### src/rtl/pfd_pkg.sv
package pfd_pkg;

    localparam int unsigned CapWidth   = 32;
    localparam int unsigned FieldWidth = 29;
    localparam int unsigned AccWidth   = 64;
    localparam int unsigned ShiftWidth = 7;

    // Shift position past which varint bits are dropped
    localparam logic [ShiftWidth-1:0] ShiftLimit = 7'd64;
    localparam logic [ShiftWidth-1:0] ShiftStep  = 7'd7;

    localparam logic [CapWidth-1:0] CapReset = '1;

    typedef enum logic [1:0] {
        PH_TAG     = 2'd0,
        PH_VALUE   = 2'd1,
        PH_LENGTH  = 2'd2,
        PH_PAYLOAD = 2'd3
    } phase_t;

    typedef enum logic [1:0] {
        KIND_UINT32 = 2'd0,
        KIND_UINT64 = 2'd1,
        KIND_BYTES  = 2'd2,
        KIND_STRING = 2'd3
    } kind_t;

    typedef enum logic [2:0] {
        ST_BUSY     = 3'd0,
        ST_DONE     = 3'd1,
        ST_BYTE     = 3'd2,
        ST_TAG_ERR  = 3'd3,
        ST_TOO_LONG = 3'd4,
        ST_RANGE    = 3'd5,
        ST_CAPACITY = 3'd6
    } status_t;

    localparam logic [2:0] WireVarint = 3'd0;
    localparam logic [2:0] WireLen    = 3'd2;

    typedef struct packed {
        phase_t                  phase;
        logic [AccWidth-1:0]     acc;
        logic [ShiftWidth-1:0]   shift;
        logic [CapWidth-1:0]     position;
        logic [CapWidth-1:0]     remaining;
        logic [FieldWidth-1:0]   held_field;
        kind_t                   held_kind;
        logic [CapWidth-1:0]     held_max;
    } state_t;

    typedef struct packed {
        status_t             status;
        logic [AccWidth-1:0] value;
        logic [7:0]          payload_byte;
        logic                last;
    } result_t;

    typedef struct packed {
        logic [7:0]            in_byte;
        logic [FieldWidth-1:0] expected_field;
        kind_t                 field_kind;
        logic [CapWidth-1:0]   max_length;
    } item_t;

endpackage

### src/rtl/pfd_step.sv
module pfd_step (
    input  pfd_pkg::state_t             cur,
    input  pfd_pkg::item_t              item,
    input  logic [pfd_pkg::CapWidth-1:0] capacity,
    output pfd_pkg::state_t             nxt,
    output pfd_pkg::result_t            res
);

    logic                              sample;
    logic                              final_byte;
    logic [pfd_pkg::AccWidth-1:0]      acc_new;
    logic [pfd_pkg::ShiftWidth-1:0]    shift_new;
    logic [2:0]                        wire_exp;
    logic                              tag_ok;
    logic                              too_long;
    logic [pfd_pkg::CapWidth-1:0]      rem_dec;
    logic [pfd_pkg::AccWidth-1:0]      max_ext;

    always_comb
    begin
        nxt        = cur;
        res        = '0;
        res.status = pfd_pkg::ST_BUSY;

        sample     = (cur.phase == pfd_pkg::PH_TAG) && (cur.shift == '0);
        final_byte = ~item.in_byte[7];

        if (cur.shift < pfd_pkg::ShiftLimit)
        begin
            acc_new   = cur.acc | ({57'd0, item.in_byte[6:0]} << cur.shift[5:0]);
            shift_new = cur.shift + pfd_pkg::ShiftStep;
        end
        else
        begin
            acc_new   = cur.acc;
            shift_new = cur.shift;
        end

        rem_dec = (cur.remaining != '0) ? cur.remaining - 32'd1 : '0;

        if (cur.position >= capacity)
        begin
            // byte not consumed, position holds
            nxt.phase     = pfd_pkg::PH_TAG;
            nxt.acc       = '0;
            nxt.shift     = '0;
            nxt.remaining = '0;
            res.status    = pfd_pkg::ST_CAPACITY;
            res.last      = 1'b1;
        end
        else
        begin
            nxt.position = cur.position + 32'd1;
            if (sample)
            begin
                nxt.held_field = item.expected_field;
                nxt.held_kind  = item.field_kind;
                nxt.held_max   = item.max_length;
            end
        end

        wire_exp = nxt.held_kind[1] ? pfd_pkg::WireLen : pfd_pkg::WireVarint;
        tag_ok   = (acc_new[2:0] == wire_exp) &&
                   (acc_new[63:3] == {32'd0, nxt.held_field});
        max_ext  = {32'd0, nxt.held_max};
        too_long = (nxt.held_kind == pfd_pkg::KIND_STRING) ? (acc_new >= max_ext)
                                                          : (acc_new > max_ext);

        if (cur.position < capacity)
        begin
            unique case (cur.phase)
                pfd_pkg::PH_TAG:
                begin
                    if (!final_byte)
                    begin
                        nxt.acc   = acc_new;
                        nxt.shift = shift_new;
                    end
                    else
                    begin
                        nxt.acc   = '0;
                        nxt.shift = '0;
                        if (!tag_ok)
                        begin
                            nxt.remaining = '0;
                            res.status    = pfd_pkg::ST_TAG_ERR;
                            res.last      = 1'b1;
                        end
                        else
                        begin
                            nxt.phase = nxt.held_kind[1] ? pfd_pkg::PH_LENGTH
                                                         : pfd_pkg::PH_VALUE;
                        end
                    end
                end
                pfd_pkg::PH_VALUE:
                begin
                    if (!final_byte)
                    begin
                        nxt.acc   = acc_new;
                        nxt.shift = shift_new;
                    end
                    else
                    begin
                        nxt.phase     = pfd_pkg::PH_TAG;
                        nxt.acc       = '0;
                        nxt.shift     = '0;
                        nxt.remaining = '0;
                        res.last      = 1'b1;
                        if (cur.held_kind == pfd_pkg::KIND_UINT32 && acc_new[63:32] != '0)
                        begin
                            res.status = pfd_pkg::ST_RANGE;
                        end
                        else
                        begin
                            res.status = pfd_pkg::ST_DONE;
                            res.value  = acc_new;
                        end
                    end
                end
                pfd_pkg::PH_LENGTH:
                begin
                    if (!final_byte)
                    begin
                        nxt.acc   = acc_new;
                        nxt.shift = shift_new;
                    end
                    else
                    begin
                        nxt.phase     = pfd_pkg::PH_TAG;
                        nxt.acc       = '0;
                        nxt.shift     = '0;
                        nxt.remaining = '0;
                        priority if (too_long)
                        begin
                            res.status = pfd_pkg::ST_TOO_LONG;
                            res.last   = 1'b1;
                        end
                        else if (acc_new == '0)
                        begin
                            res.status = pfd_pkg::ST_DONE;
                            res.last   = 1'b1;
                        end
                        else
                        begin
                            // length fits in 32 bits once past the room check
                            nxt.remaining = acc_new[31:0];
                            nxt.phase     = pfd_pkg::PH_PAYLOAD;
                        end
                    end
                end
                pfd_pkg::PH_PAYLOAD:
                begin
                    res.status       = pfd_pkg::ST_BYTE;
                    res.payload_byte = item.in_byte;
                    nxt.remaining    = rem_dec;
                    if (rem_dec == '0)
                    begin
                        nxt.phase = pfd_pkg::PH_TAG;
                        nxt.acc   = '0;
                        nxt.shift = '0;
                        res.last  = 1'b1;
                    end
                end
                default:
                begin
                    nxt.phase = pfd_pkg::PH_TAG;
                end
            endcase
        end
    end

endmodule

### src/rtl/protobuf_field_decoder.sv
// Protobuf field decoder: takes one encoded message byte per word and returns
// exactly one result word per byte in the cycle after it is accepted, at one
// byte per cycle unless stalled; the whole tag/varint/length step for a byte
// is done in one pass into the output register, which a downstream stall only
// holds (s_tready drops while a result waits and m_tready is low). The field
// number, kind and room in s_tdata/s_tuser are sampled on a field's first byte
// only. buffer_capacity may be written only while no result is pending.
module protobuf_field_decoder (
    input  logic        clk,
    input  logic        rst_n,

    input  logic        cfg_valid,
    output logic        cfg_ready,
    input  logic [31:0] cfg_data,      // buffer_capacity

    input  logic        s_tvalid,
    output logic        s_tready,
    input  logic [71:0] s_tdata,       // in_byte[7:0], expected_field[36:8],
                                       // max_length[68:37], zero pad
    input  logic [1:0]  s_tuser,       // field_kind

    output logic        m_tvalid,
    input  logic        m_tready,
    output logic [71:0] m_tdata,       // value[63:0], payload_byte[71:64]
    output logic [2:0]  m_tuser,       // status
    output logic        m_tlast
);

    pfd_pkg::state_t               state_reg;
    pfd_pkg::state_t               state_next;
    pfd_pkg::result_t              res_reg;
    pfd_pkg::result_t              res_next;
    pfd_pkg::item_t                item;
    logic [pfd_pkg::CapWidth-1:0]  cap_reg;
    logic                          valid_reg;
    logic                          accept;

    assign item.in_byte        = s_tdata[7:0];
    assign item.expected_field = s_tdata[36:8];
    assign item.max_length     = s_tdata[68:37];
    assign item.field_kind     = pfd_pkg::kind_t'(s_tuser);

    assign s_tready  = ~valid_reg | m_tready;
    assign accept    = s_tvalid & s_tready;
    assign cfg_ready = 1'b1;

    pfd_step u_step (
        .cur      (state_reg),
        .item     (item),
        .capacity (cap_reg),
        .nxt      (state_next),
        .res      (res_next)
    );

    always_ff @(posedge clk or negedge rst_n)
    begin
        if (!rst_n)
        begin
            // all-zero state is phase PH_TAG with empty accumulators
            state_reg       <= '0;
            cap_reg         <= pfd_pkg::CapReset;
            valid_reg       <= 1'b0;
        end
        else
        begin
            if (cfg_valid)
            begin
                cap_reg <= cfg_data;
            end
            if (accept)
            begin
                state_reg <= state_next;
                valid_reg <= 1'b1;
            end
            else if (m_tready)
            begin
                valid_reg <= 1'b0;
            end
        end
    end

    always_ff @(posedge clk)
    begin
        if (accept)
        begin
            res_reg <= res_next;
        end
    end

    assign m_tvalid = valid_reg;
    assign m_tdata  = {res_reg.payload_byte, res_reg.value};
    assign m_tuser  = res_reg.status;
    assign m_tlast  = res_reg.last;

endmodule

### config.mk
export PLATFORM = sky130hd
export DESIGN_NAME = protobuf_field_decoder
export DESIGN_NICKNAME = d
export VERILOG_FILES = /design/src/rtl/pfd_pkg.sv /design/src/rtl/pfd_step.sv /design/src/rtl/protobuf_field_decoder.sv
export SDC_FILE = /design/constraint.sdc
export NUM_CORES = 1
export LEC_CHECK = 0
export BUFFER_PORTS_ARGS = -buffer_cell sky130_fd_sc_hd__buf_4
export CORE_MARGIN = 2
export CORE_UTILIZATION = 60
export CTS_CLUSTER_SIZE = 20
export DETAILED_ROUTE_END_ITERATION = 16
export GPL_TIMING_DRIVEN = 0
export PLACE_DENSITY = 0.81
export SETUP_SLACK_MARGIN = 0.15
export SLEW_MARGIN = 20
export SYNTH_ARGS = -nofsm -noshare
export SYNTH_HDL_FRONTEND = slang
export SYNTH_SLANG_ARGS = --single-unit
export TNS_END_PERCENT = 100
### constraint.sdc
create_clock -name clk -period 7.3 [get_ports clk]
set_input_delay 0.365 -clock clk [delete_from_list [all_inputs] [get_ports clk]]
set_output_delay 0.365 -clock clk [all_outputs]
set_load 0.01 [all_outputs]
# Word-level counts from Yosys, hierarchy flattened
# Index checks and enable logic that the tools add are counted.
[totals]
regBits = 309
latch_bits = 0
mem_bits_rw = 0
rom_bits = 0
input_bits = 111
output_inout_bits = 79
wordCells = 102
memories = 0
[op_classes]
n_addsub = 3
multipliers = 0
n_div = 0
magnitude_cmp = 5
eq_ne = 6
shifts = 1
mux = 52
bitwise_logic = 7
n_reduce_logical = 14
[ops]
columns = ["op", "count"]
rows = [
  ["$pmux 73 s4", 1],
  ["$mux 32", 9],
  ["$mux 73", 3],
  ["$mux 64", 3],
  ["$pmux 32 s4", 1],
  ["$mux 63", 2],
  ["$mux 76", 1],
  ["$mux 71", 1],
  ["$mux 67", 1],
  ["$ge 64x32->1", 1],
  ["$gt 64x32->1", 1],
  ["$logic_not 64->1", 1],
  ["$or 64x64->64", 1],
  ["$reduce_bool 32->1", 2],
  ["$shl 7x6->64", 1],
  ["$eq 61x29->1", 1],
  ["$add 32x1->32 const B", 1],
  ["$ge 32x32->1", 1],
  ["$logic_not 32->1", 1],
  ["$lt 32x32->1", 1],
  ["$sub 32x1->32 const B", 1],
  ["$mux 3", 7],
  ["$mux 2", 8],
  ["$pmux 3 s4", 1],
  ["18 further kinds", 37],
]

# Logic depth before layout (Yosys ltp)
# Gate-level depths: netlist (run 1).
[logic_depth]
depth_word = 11
mapped_depth = 26

# Cells and area by module
# A second synthesis (run 1) with hierarchy kept.
[hier_totals]
cells_unflattened = 2044
area_unflattened_um2 = 20779.9
[modules_own_cells]
columns = ["module", "instances", "cells_per_inst", "area_each_um2", "seq_area_each_um2"]
rows = [
  ["protobuf_field_decoder", 1, 572, 11960.2, 8152.8],
  ["pfd_step", 1, 1472, 8819.7, 0.0],
]

# Worst setup path before layout (run 1)
# Ideal clock, no wire load.
[synth_timing]
path_kind = "flip-flop to flip-flop"
from = "register cap_reg[30] (netlist name)"
to = "register state_reg[75] (netlist name)"
setup_ns = 0.064
arrival_time_ns = 5.319
setup_slack_ns = 1.917
path_stages_with_launch = 25
synth_period_minus_slack_ns = 5.383
path_cell_list = "dfstp_2 inv_1 ha_1 nand4_1 nor4_1 a31oi_1 and4_1 clkbuf_1 nand2_1 buf_1 clkbuf_1 mux2i_1 ha_1 o21ai_0 a21oi_1 o211ai_1 a21boi_0 o31a_1 a211oi_1 o21ai_1 nor4b_1 nand2_1 buf_2 o22ai_1 a21o_1"
[synth_via]
elab_chain_len = 9
word_cells_on_any_way = 19
[synth_lines]
columns = ["element", "line", "source"]
rows = [
  ["start: declaration", "protobuf_field_decoder.sv:34", "logic [pfd_pkg::CapWidth-1:0] cap_reg;"],
  ["start signal: assignment", "protobuf_field_decoder.sv:61", "cap_reg <= pfd_pkg::CapReset;"],
  ["start signal: assignment", "protobuf_field_decoder.sv:68", "cap_reg <= cfg_data;"],
  ["parallel branches: the longest is 8 deep, another holds $gt 64x32->1", "n/a", ""],
  ["$mux 32 (*)", "pfd_step.sv:69", "if (cur.position < capacity)"],
  ["end signal: assignment", "protobuf_field_decoder.sv:72", "state_reg <= state_next;"],
  ["end: declaration", "protobuf_field_decoder.sv:29", "pfd_pkg::state_t state_reg;"],
]
# Every way passes the cells marked *.
# A chain may end at the register's enable or synchronous reset.

# Worst setup path in the final report (run 1)
[layout_timing]
from = "register state_reg[199] (netlist name)"
to = "register state_reg[81] (netlist name)"
[layout_via]
elab_chain_len = 11
word_cells_on_any_way = 21
[layout_lines]
columns = ["element", "line", "source"]
rows = [
  ["parallel branches: the longest is 9 deep, another holds $gt 64x32->1", "n/a", ""],
  ["$pmux 32 s4 (*)", "pfd_step.sv:71", "unique case (cur.phase)"],
  ["$mux 32 (*)", "pfd_step.sv:69", ""],
]
# Marked as above.

==> results.txt, run 1 <==
The via-per-instance ratio is 6.62. Setup repair after global routing left no endpoint under its margin. The clock tree from TritonCTS is built. Once layout is complete, the utilization of the core stands at 72.4%.

The Yosys warning count is 0. STA classifies the critical path startpoint as a register. The total length of routed met2 wires is 27.6 mm. The post-route antenna net violation count came out at 0. The total count of max-transition violations in the final report is 0. The startpoint identified for the worst hold timing path is s_tvalid. The worst reg2reg path depth came out at 20. The initial core utilization came out at 61.4%. The number of clock sinks seen by CTS is 309.

The headroom to the max-slew limit is 24.7%. The maximum vdd ir drop came out at 0.262 mV. For this design the top-level I/O count stands at 190.

The total placed instance area came out at 19700 um^2. The register-to-register path setup slack is 0.32 ns. Before CTS, the worst setup slack after placement is 0.0552 ns.

The routed length on met1 is 22.2 mm. The uppermost layer routed is met4. The count of inserted antenna diode cells is 0. The pin slew with the least headroom to its limit came out at 1.12 ns. The overall power after layout came out at 8.29 mW. The iteration count of the initial detailed-routing pass is 7. The clock tree skew after final layout came out at 0.0346 ns. The CTS H-tree depth came out at 2.

In this run, distinct cell masters in the synthesized netlist total 90. The tree is rooted in a clkbuf_16. The total CTS buffers is 35.

The vertical die dimension is 176 um. The global placer's final weighted congestion is 0.960. The signal arrival time at the worst endpoint came out at 7.44 ns.

Counting I/O delays and the setup requirement, the final critical path takes 6.98 ns. Entering global routing, the biggest net connects 99 pins. Timing would allow up to 0.143 GHz. The number of input and output port buffers inserted came out at 184. The run finished with clean final reports. STA puts the critical path data required time at 7.75 ns. The reg-to-reg startpoint is state_reg[199]$_DFFE_PN0P_. The reported leakage power came out at 9.43 nW. The number of cells traversed by the worst hold path came out at 2. After synthesis, the mean cell area works out to 9.45 um^2. The worst path meets setup with 0.316 ns of slack. The total nets after synthesis is 2058. The number of storage elements in the synthesis netlist came out at 309. The number of buffers on the longest clock path came out at 3. The wire length after detailed routing came out at 58.8 mm. The kind of critical path is reg2reg. The detailed-placement wirelength estimate came out at 43.2 mm. The destination of the worst register-to-register timing path is state_reg[81]$_DFFE_PN0P_.

In the synthesized netlist the dominant register cell turns out to be dfrtp_1. The worst-case hold slack is 0.0389 ns. Including well taps, the total number of placed cells is 2450. The number of enable flip-flop cells after synthesis came out at 76.

The die covers 31000 um^2. The number of standard cells in the final layout excluding fillers is 2515. Measured along the x axis, the die boundary spans 176 um. Across the run, the number of max-cap violations was 0. The synthesized instance count came out at 1879.

The wire length per cell came out at 23.4 um. The total power divided by cell area is 396 nW/um^2. The area growth from synthesis to layout is 17.9%. The overall via count from detail_route came out at 16600. Counting flops with an async set or reset pin after synthesis yields a share of 75.4%. The share of the clock period used by the worst path after layout is 95.7%. The clock transition at the register clock pins on the worst setup and hold paths after CTS is 0.06 ns. The summed negative setup slack over all endpoints is 0 ns.

The residual DRC count is 0. The path with the worst hold slack has its endpoint at m_tvalid$_DFFE_PN0P_. The total overflow left after global routing is 0. The share of the yosys chip area belonging to registers is 45.9%.

The worst setup path is captured at a register. The number of global-route vias before repair is 16200. Summed over all nets, wire length on met3 after detailed routing comes to 5.77 mm.

Setup violations remaining at the end of the flow were counted as 0. The maximum fanout encountered on the critical timing path came out at 10. The number of antenna violations at the first check in global routing is 0. The fraction of final layout cells sized beyond drive strength 1 came out at 18.1%. The area of all placed cells without fillers came out at 20900 um^2. For the worst-skew pair, the clock arrives at the later sink with an insertion delay of 0.54 ns. The total number of nets in the final design came out at 2283. The global-route total usage across every layer is 37.8%. The flip-flop count of the largest register, all copies and words added is 200. The hold violation total from the final report came out at 0.

The first routing iteration left 2112 violations. The wire length of the first global-routing pass came out at 90.6 mm. The floorplan step defined a core boundary enclosing 28900 um^2.

The cell area after synthesis came out at 17800 um^2. The path class of the tightest hold or removal check is in2reg. The row count came out at 62.
-- cell usage in the layout (no fill, tap or decap), drive strengths merged, types with 10 or more instances in the layout --
master,instances
or4,22
o21ai,168
nor2b,14
edfxtp,76
a31oi,14
clkinv,10
buf,221
mux2i,48
nand3,41
o211ai,24
dfstp,32
clkbuf,135
and3,18
o22ai,23
a21oi,123
nor4,28
nand4,73
a22o,10
and4,13
inv,74
xnor2,40
mux2,39
ha,68
dfrtp,201
nor2,165
nand2,186
and2,17
a21o,41
nor3,39
-- area by class of cell --
class                   instances  area, um^2
multi-input cells            1375        8830
repair buffers                188        1470
plain buffers                 121         526
inverters                      74         278
clock buffers                  48         996
fillers                      2145        7990
flip-flops and latches        309        8150
clock inverters                16         204
well taps                     384         480
-- synth_stat cells, types with 14 or more instances --
cell type / number / area [um^2]
dfrtp_1: 201 / 5030
nand2_1: 186 / 698
nor2_1: 164 / 616
o21ai_0: 164 / 821
a21oi_1: 115 / 576
clkbuf_1: 87 / 327
edfxtp_1: 76 / 2280
nand4_1: 72 / 450
ha_1: 68 / 851
inv_1: 65 / 244
mux2i_1: 48 / 480
a21o_1: 41 / 308
nand3_1: 41 / 205
xnor2_1: 40 / 350
nor3_1: 38 / 190
mux2_2: 36 / 405
dfstp_2: 32 / 841
nor4_1: 24 / 150
o211ai_1: 23 / 173
o22ai_1: 23 / 144
or4_1: 22 / 165
buf_2: 19 / 95.1
and3_1: 18 / 113
and2_1: 16 / 100
nor2b_1: 14 / 87.6
-- how the worst max path moves through the flow --
| stage | start | endpoint | depth (start not counted) | slack [ns] |
|---|---|---|---|---|
| global route | state_reg[199]$_DFFE_PN0P_ | state_reg[82]$_DFFE_PN0P_ | 19 | 0.22 |
| detailed placement | cap_reg[30]$_DFFE_PN1P_ | state_reg[81]$_DFFE_PN0P_ | 24 | 0.06 |
| floorplan | cap_reg[30]$_DFFE_PN1P_ | state_reg[75]$_DFFE_PN0P_ | 24 | 1.92 |
| global placement | cap_reg[27]$_DFFE_PN1P_ | state_reg[81]$_DFFE_PN0P_ | 24 | 0.02 |
| finish | state_reg[199]$_DFFE_PN0P_ | state_reg[81]$_DFFE_PN0P_ | 20 | 0.32 |
| CTS | cap_reg[27]$_DFFE_PN1P_ | state_reg[81]$_DFFE_PN0P_ | 24 | 0.27 |
-- report_power, final --
part           switching (mW)  total, mW  internal (mW)
logic                    2.65       4.02           1.37
registers               0.266       2.42           2.15
clock network           0.747       1.85           1.11
-- metal layers --
metal | up-vias | track usage [%]
met2 | 1029 | 61.6
met4 | 0 | 20.7
li1 | 7357 | -
met5 | - | 0
met3 | 229 | 7.64
met1 | 8030 | 47.5
-- cell families (layout without fill, tap and decap cells) --
| family | after synthesis | after routing | share of synthesized area [%] |
|---|---|---|---|
| simple gates | 655 | 655 | 18.4 |
| buf+inv | 195 | 447 | 4.49 |
| xor+xnor | 49 | 49 | 2.42 |
| flops | 309 | 309 | 45.9 |
| compound gates | 512 | 512 | 18.4 |
| mux | 90 | 90 | 5.62 |
| other cells | 1 | 1 | 0.0211 |
| fa+ha+maj | 68 | 68 | 4.79 |
-- critical path, cell delays in order (launching register included) --
cell,delay [ns]
dfrtp_1,0.42
nor2_1,0.71
nand4_1,0.45
a31oi_1,0.38
nand4_1,0.39
nor2_1,0.42
clkbuf_1,0.67
mux2i_1,0.34
ha_1,0.29
a21o_1,0.16
a21o_1,0.16
a21o_1,0.17
a211oi_1,0.24
o21ai_0,0.18
a211oi_2,0.45
o21ai_1,0.25
nor4b_1,0.41
nand2_1,0.14
buf_2,0.25
nor2_1,0.25
a211o_1,0.15
-- what timing repair did --
item | in CTS | in global routing
cloned | 0 | 0
pin swaps | 0 | 0
gates resized for setup | 1 | 4
endpoints found under the setup margin | 29 | 38
endpoints found under the hold margin | 75 | 0
buffers inserted | 0 | 0
hold buffers | 1 | 0
Note: power is estimated with default switching activity, not from simulation.
==> run 2: changes to the inputs <==
--- a/config.mk
+++ b/config.mk
@@ -8,6 +8,7 @@
 export BUFFER_PORTS_ARGS = -buffer_cell sky130_fd_sc_hd__buf_4
 export CORE_MARGIN = 2
 export CORE_UTILIZATION = 60
+export CTS_BUF_LIST = sky130_fd_sc_hd__clkbuf_16
 export CTS_CLUSTER_SIZE = 20
 export DETAILED_ROUTE_END_ITERATION = 16
 export GPL_TIMING_DRIVEN = 0
==> results.txt, run 2 (synthesized netlist as in run 1, its figures left out) <==
The via-per-instance ratio is 6.59 (-0.49%). The global-route total usage across every layer came out at 37.8% (about the same). The pin slew with the least headroom to its limit is 1.13 ns (+0.00868 ns).

The total overflow reported by the global router came out at 0 (unchanged). The number of input and output port buffers inserted is 184 (unchanged). The total count of max-transition violations in the final report is 0 (unchanged). The reported leakage power came to 9.43 nW (about the same). The final setup slack of the worst path is 0.411 ns (+0.0953 ns). The number of ports placed on the die boundary came out at 190 (unchanged). The total power divided by cell area came out at 393 nW/um^2 (-0.56%). The wire length after detailed routing is 58.6 mm (-0.40%). The clock latency on the worst-skew pair is 0.54 ns (about the same). The overall via count from detail_route is 16600 (-0.49%). The total number of nets in the final design is 2283 (unchanged). The maximum number of pins on one net before global-route repair is 99 (unchanged). The kind of launch point of the worst setup path is a register. The die outline area is 31000 um^2 (unchanged). The headroom to the max-slew limit came out at 24.1% (-0.58 points). The iteration count of the initial detailed-routing pass is 7 (unchanged). The final standard cell utilization of the core came out at 72.2% (-0.17 points). The flip-flop count of the largest register, all copies and words added came out at 200 (unchanged).

The fraction of final layout cells sized beyond drive strength 1 is 17.9% (-0.23 points). The final-layout fill cell count is 2155 (+0.47%). The worst setup slack before clock tree synthesis was 0.0552 ns (unchanged). The row count came out at 62 (unchanged). The vertical die dimension is 176 um (unchanged). The data required time at the worst endpoint was 7.76 ns (about the same). The maximum vdd ir drop came to 0.224 mV (-15%). The maximum clock frequency is 0.145 GHz (+1.4%). The total of max-cap violations was 0 (unchanged). The clock tree skew after final layout came out at 0.0311 ns (-0.00349 ns).

The register-to-register path setup slack is 0.41 ns (+0.10 ns). The number of clock sinks seen by CTS is 309 (unchanged). The total CTS buffers came out at 35 (unchanged). In the layout the commonest cells are 201 x dfrtp_1, 185 x nand2_1, 184 x buf_4. The share of the clock period used by the worst path after layout came to 94.4% (-1.3 points). The signal arrival time at the worst endpoint is 7.35 ns (-0.09 ns).

The number of post-CTS setup repair buffers is 0 (unchanged). The post-route antenna net violation count is 0 (unchanged). The residual DRC count is 0 (unchanged). Setup repair after global routing left no endpoint under its margin. From synthesis to final layout, the design area changed by 17.6%. The hold violation total from the final report is 0 (unchanged). The number of standard cells in the final layout excluding fillers came to 2515 (unchanged). The number of failing setup endpoints in the final timing report was 0 (unchanged).

The count of inserted antenna diode cells was 0 (unchanged). The kind of critical path is reg2reg. The area of the core was 28900 um^2 (unchanged). The CTS H-tree depth is 2 (unchanged). The initial core utilization is 61.4% (unchanged).

The final critical delay including setup and external delays is 6.89 ns (-0.0953 ns). The clock transition at the register clock pins on the worst setup and hold paths after CTS is 0.06 ns (about the same). The area of all placed cells without fillers came to 20900 um^2 (-0.24%). The maximum fanout encountered on the critical timing path is 10 (unchanged). The path category of the worst min-delay check is in2reg. The number of buffers on the longest clock path is 3 (unchanged). The root buffer cell chosen for the clock tree is clkbuf_16. The nature of the critical path endpoint is a register. The width of the die came out at 176 um (unchanged).

The detailed-placement wirelength estimate came to 43.2 mm (unchanged). The global placer's final weighted congestion came to 0.960 (unchanged). The total placed instance area came to 19700 um^2 (unchanged). TritonCTS built the clock tree. The summed negative setup slack over all endpoints is 0 ns (unchanged).

The wire length of the first global-routing pass is 90.5 mm (-0.14%). The number of antenna violations at the first check in global routing is 0 (unchanged). The most common library cell in the layout ignoring fill and taps is dfrtp_1. The number of global-route vias before repair came out at 16200 (-0.099%). The wire length per cell is 23.3 um (-0.40%). The run finished with clean final reports. The DRC marker count from the first detailed-route iteration is 2111 (-0.047%).

The total placed cells including tap cells came out at 2450 (unchanged).
run 2: stage by stage:
step | power (mW) | hold WS, ns
floorplan | 4.97 | 0.0694
global placement | 6.17 | 0.462
detailed placement | 6.27 | 0.385
CTS | 8.06 | 0.0387
global route | 8.63 | 0.0496
finish | 8.22 | 0.0361
run 2: worst max-delay path: stages (launching register included):
cell and delay [ns]:
dfrtp_1 0.42, nor2_1 0.70, nand4_1 0.43, a31oi_1 0.37
nand4_1 0.38, nor2_1 0.42, clkbuf_1 0.66, mux2i_1 0.34
ha_1 0.29, a21o_1 0.16, a21o_1 0.16, a21o_1 0.17
a211oi_1 0.24, o21ai_0 0.19, a211oi_2 0.47, o21ai_1 0.24
nor4b_1 0.40, nand2_1 0.14, buf_2 0.25, nor2_1 0.25
a211o_1 0.14
run 2: final timing paths:
check | endpoint | start | cells past startpoint
max in group asynchronous | cap_reg[13]$_DFFE_PN1P_ | rst_n | 3
min in group asynchronous | state_reg[20]$_DFFE_PN0P_ | rst_n | 2
worst min-delay path | m_tvalid$_DFFE_PN0P_ | s_tvalid | 2
worst max register to register | state_reg[81]$_DFFE_PN0P_ | state_reg[199]$_DFFE_PN0P_ | 20
worst min register to register | state_reg[19]$_DFFE_PN0P_ | state_reg[19]$_DFFE_PN0P_ | 2
worst max-delay path | state_reg[81]$_DFFE_PN0P_ | state_reg[199]$_DFFE_PN0P_ | 20
run 2: per-layer routing:
metal	GRT usage [%]	wire length, um
met1	47.5	22200
met2	61.6	27500
met3	7.45	5640
met4	20.5	3270
met5	0	0
run 2: final cells by class:
class                      count  area (um^2)  area share [%]
multi-input combinational   1375         8830            42.3
tap                          384          480            2.30
sequential                   309         8150            39.0
timing repair buffer         188         1470            7.05
inverter                      74          278            1.33
buffer                       121          526            2.52
clock buffer                  36          901            4.31
clock inverter                28          249            1.19
run 2: power breakdown:
| part | switching, mW | internal [mW] |
|---|---|---|
| registers | 0.265 | 2.15 |
| clock network | 0.748 | 1.04 |
| logic | 2.64 | 1.37 |
| total | 3.66 | 4.56 |
run 2: timing repair:
action | 4_1_cts | 5_1_grt
hold buffers | 1 | 0
endpoints found under the hold margin | 75 | 0
pin swaps | 0 | 0
setup endpoints to repair | 29 | 38
gates resized for setup | 1 | 4
